[src/rtl/core/npc_pkg.sv]
// ----------------------------------------------------------------------------
// npc_pkg
// Shared types and constants for the nearest palette color search.
// ----------------------------------------------------------------------------
package npc_pkg;

	// squared rgb distance, max 3*255*255 fits in 18 bits
	localparam int unsigned DIST_W = 18;
	localparam logic [DIST_W-1:0] DIST_BOUND = DIST_W'(255 * 255 * 3);

	localparam int unsigned COMP_W  = 8;
	localparam int unsigned COLOR_W = 24;
	localparam int unsigned NUMC_W  = 9;
	localparam int unsigned OUT_W   = 8;

	// item codes
	typedef enum logic {
		CMD_LOAD  = 1'b0,
		CMD_QUERY = 1'b1
	} npc_op_t;

	// controller to datapath
	typedef struct packed {
		logic load;   // write palette entry from the item word
		logic start;  // latch query color, reset running best and address
		logic issue;  // read next palette entry
		logic take;   // copy running best into the result register
	} npc_cmd_t;

	// datapath to controller
	typedef struct packed {
		logic empty;  // search count is zero
		logic last;   // current read address is the last one to search
		logic busy;   // entries still in flight in the distance pipe
	} npc_stat_t;

endpackage

[src/rtl/core/npc_ctrl.sv]
// ----------------------------------------------------------------------------
// npc_ctrl
// Sequencer: accepts words, steps the palette scan, drains the distance
// pipe and hands the answer to the output register.
// ----------------------------------------------------------------------------
module npc_ctrl
	import npc_pkg::*;
(
	input  logic      clk,
	input  logic      arst_n,
	input  logic      item_valid,
	input  logic      item_cmd,
	output logic      item_ready,
	input  logic      result_ready,
	output logic      result_valid,
	output npc_cmd_t  cmd,
	input  npc_stat_t stat
);

	typedef enum logic [1:0] {
		ST_IDLE,
		ST_SCAN,
		ST_DRAIN,
		ST_FINISH
	} state_t;

	state_t state_q;
	logic   out_valid_q;
	logic   item_acc;

	// handshake and commands
	assign item_ready   = (state_q == ST_IDLE);
	assign item_acc     = item_valid && item_ready;
	assign result_valid = out_valid_q;

	always_comb begin
		cmd.load  = item_acc && (npc_op_t'(item_cmd) == CMD_LOAD);
		cmd.start = item_acc && (npc_op_t'(item_cmd) == CMD_QUERY);
		cmd.issue = (state_q == ST_SCAN);
		cmd.take  = (state_q == ST_FINISH) && (!out_valid_q || result_ready);
	end

	// state and output valid
	always_ff @(posedge clk or negedge arst_n) begin
		if (!arst_n) begin
			state_q     <= ST_IDLE;
			out_valid_q <= 1'b0;
		end else begin
			if (cmd.take) begin
				out_valid_q <= 1'b1;
			end else if (out_valid_q && result_ready) begin
				out_valid_q <= 1'b0;
			end
			unique case (state_q)
				ST_IDLE: begin
					if (cmd.start) begin
						state_q <= stat.empty ? ST_FINISH : ST_SCAN;
					end
				end
				ST_SCAN: begin
					if (stat.last) begin
						state_q <= ST_DRAIN;
					end
				end
				ST_DRAIN: begin
					if (!stat.busy) begin
						state_q <= ST_FINISH;
					end
				end
				ST_FINISH: begin
					if (cmd.take) begin
						state_q <= ST_IDLE;
					end
				end
				default: state_q <= ST_IDLE;
			endcase
		end
	end

endmodule

[config.mk]
export PLATFORM = sky130hd
export DESIGN_NAME = npc_ctrl
export DESIGN_NICKNAME = d
export VERILOG_FILES = /design/src/rtl/core/npc_pkg.sv /design/src/rtl/core/npc_ctrl.sv
export SDC_FILE = /design/constraint.sdc
export NUM_CORES = 1
export LEC_CHECK = 0
export BUFFER_PORTS_ARGS = -buffer_cell sky130_fd_sc_hd__buf_2
export CAP_MARGIN = 0
export CORE_AREA = 4 4 41 43
export DETAILED_ROUTE_END_ITERATION = 12
export DIE_AREA = 0 0 45 47
export SLEW_MARGIN = 20
export SYNTH_ARGS = -nofsm -noshare
export SYNTH_HDL_FRONTEND = slang
export SYNTH_SLANG_ARGS = --single-unit
[constraint.sdc]
create_clock -name clk -period 1.34 [get_ports clk]
set_input_delay 0.134 -clock clk [delete_from_list [all_inputs] [get_ports clk]]
set_output_delay 0.134 -clock clk [all_outputs]
set_load 0.01 [all_outputs]
==> results.md <==
- Worst setup EP type: primary output
- Core area: 1300 sq um
- Min-delay worst type: input pin to flip-flop
- Gr usage total: 0.0680
- Routed Wire Length: 567 microns
- DR iter-0 viols: 1
- Clk Latency, worst-skew pair: 0.23 ns
- DIE AREA: 2120 sq um
- 1st-pass router iterations: 2
- Die height: 47 microns
- Register Area: 75.1 sq um
- I/O Pins: 14
- DIE WIDTH: 45 microns
- Startpoint types: flip-flop
- Status: completed
- Post-route minimum period: 1.29 ns
- Register area share after synthesis: 0.290
- Worst path slowest cell: dfrtp_1
- Yosys cell types: 15
- Dpl hpwl: 443 microns
- Port Buffer Count: 13
- Number of global-route vias before repair: 264
- WL/cell: 9.30 microns
- Via Count: 247
- FP Rows: 13
- Area of the multi-input gates: 208 sq um
- FF+latch count, synth: 3
- Crit-path max FO: 3
- Layout cells sized above 1: 0.652
- Clock sink count: 3
- Hold slack: 0.216 ns
- Starting Density: 0.199
- Tcrit/Tclk final: 0.960
- Most frequent CP cell: buf_6
- Routability congestion estimate: 0.642
- Number of setup violations in the final report: 0
- Pwr/cell area: 2250 nW/um^2
- Drt via density: 4.05
- Antenna-violating nets left: 0
- Critical path type: flip-flop to primary output
- Post-Syn Area: 259 sq um
- # diodes: 0
- H-tree depth: 1
- CP Data Required Time: 1.21 ns
- Clock buffer count from CTS: 3
- Cell count after synthesis: 24
- Achievable Freq: 777 MHz
- # DRC: 0
- Max Buffers Root-to-Sink: 2
- Final cell count without fillers: 61
- Max incr delay on CP: 0.39 ns
- Final hold violations: 0
- Area Overhead vs Synth: 77.8%
- Crit path cell chain: buf_6, ha_4, and2_4, buf_6
- Final Skew: 0.000706 ns
- Largest net degree at the start of global routing: 7
- Unrepaired setup endpoints after global routing: yes
- Mapped Nets: 36
- Leak: 0.000246 uW
- Max-slew violation count: 0
- Peak supply drop: 0.000639 V
- Slew HR: 0.911
- CTS Root Buffer Type: clkbuf_4
- Post-Place Cells: 53
- Fin nets: 59
- CTS tree: built
- Worst-path clk slew: 0.04 ns
- Fillers: 154
- Mean area per synthesized cell: 10.8 sq um
- Initial antenna violation count: 0
- MaxCap Viol Count: 0
- Yosys Warn Count: 0
- First-pass GRT wire length: 938 microns
- Gr ovfl total: 0
- WP data arrival: 1.15 ns
- Worst Tran Pin Value: 0.130 ns
==> metal layers <==
layer	share of wire	up-vias	global-route usage
met5	0	-	0
li1	-	126	-
met3	0.039	0	0.0230
met2	0.61	4	0.113
met1	0.35	117	0.0569
met4	0	0	0.0877
==> report_power, final <==
group	leakage, uW	total, uW	internal (uW)	switching, uW
Clock	0.0000150	154	111	42.9
Sequential	0.0000362	183	140	42.9
Combinational	0.000195	700	394	306
==> metrics by stage <==
stage	utilization	TNS, ns	total power [uW]	worst slack (ns)	instance area (sq um)
after global placement	0.269	0	661	0.104	350
after floorplan	-	0	515	0.0253	259
after detailed placement	0.269	0	665	0.0996	350
after global routing	0.354	-0.0142	1150	-0.00947	460
after CTS	0.331	0	943	0.0212	430
final	0.354	0	1040	0.0538	460
==> final timing paths <==
path | startpoint | end | slack (ns) | depth (start not counted)
worst max-delay path | state_q[1]$_DFFE_PN0P_ | cmd[0] | 0.05 | 4
worst min-delay path | result_ready | result_valid$_DFFE_PN0P_ | 0.22 | 3
worst max register to register | state_q[0]$_DFFE_PN0P_ | state_q[1]$_DFFE_PN0P_ | 0.11 | 5
worst min register to register | result_valid$_DFFE_PN0P_ | result_valid$_DFFE_PN0P_ | 0.60 | 2
max in group asynchronous | arst_n | state_q[0]$_DFFE_PN0P_ | 1.00 | 2
min in group asynchronous | arst_n | state_q[1]$_DFFE_PN0P_ | 0.23 | 2
==> cells by family after synthesis <==
logic type                 after synthesis  share of synthesized area
DFF                                      3                      0.290
AOI/OAI and AO/OA                        2                     0.0580
muxes                                    2                     0.0773
and+or+nand+nor                         11                      0.353
adders and majority gates                4                      0.193
buffers and inverters                    2                     0.0290
==> critical path: cells and delay by family, from the launching register on <==
family        cells  cell delay [ns]
simple gates      1             0.13
flops             1             0.39
buf+inv           2             0.24
fa+ha+maj         1             0.16
==> state kept, by name, summed over array words and instances (netlist names) <==
| register | flops |
|---|---|
| state_q | 2 |
| result_valid | 1 |
==> Yosys cell counts (all sizes together) <==
library cell	number	area share
inv	2	0.029
dfrtp	3	0.29
and3	1	0.029
nand2b	3	0.082
a21bo	1	0.039
and4bb	1	0.048
nand2	2	0.029
a21oi	1	0.019
mux2i	2	0.077
ha	4	0.19
nand4	1	0.048
and2	1	0.024
nand3b	1	0.077
nor2	1	0.014
==> cells in the final DEF, fill, tap and decap left out <==
| cell | netlist | layout |
|---|---|---|
| nand3b_4 | 1 | 1 |
| ha_4 | 0 | 2 |
| nor2_1 | 1 | 1 |
| a21oi_2 | 0 | 1 |
| and4bb_1 | 1 | 1 |
| dfrtp_1 | 3 | 3 |
| and3_2 | 1 | 1 |
| buf_2 | 0 | 11 |
| dlygate4sd3_1 | 0 | 1 |
| ha_1 | 4 | 2 |
| and2_4 | 0 | 1 |
| clkbuf_1 | 0 | 1 |
| nand4_2 | 1 | 1 |
| inv_2 | 0 | 2 |
| buf_4 | 0 | 2 |
| nand2b_2 | 1 | 1 |
| a21bo_1 | 1 | 1 |
| nand2_1 | 2 | 2 |
| clkbuf_4 | 0 | 3 |
| nand2b_1 | 2 | 2 |
| mux2i_1 | 2 | 2 |
| buf_6 | 0 | 4 |
==> final cells by class <==
| cell class | instances | area share |
|---|---|---|
| flip-flops and latches | 3 | 0.163 |
| repair buffers | 18 | 0.272 |
| clock buffers | 4 | 0.0571 |
| inverters | 2 | 0.0163 |
| multi-input cells | 19 | 0.451 |
| well taps | 15 | 0.0408 |
==> timing repair <==
action | in CTS | in global routing
pin swaps | 0 | 1
hold buffers | 1 | 0
endpoints found under the setup margin | 2 | 3
setup buffers | 4 | 0
hold endpoints to repair | 3 | 0
gates resized for setup | 6 | 6
(Power assumes the default switching activity.)
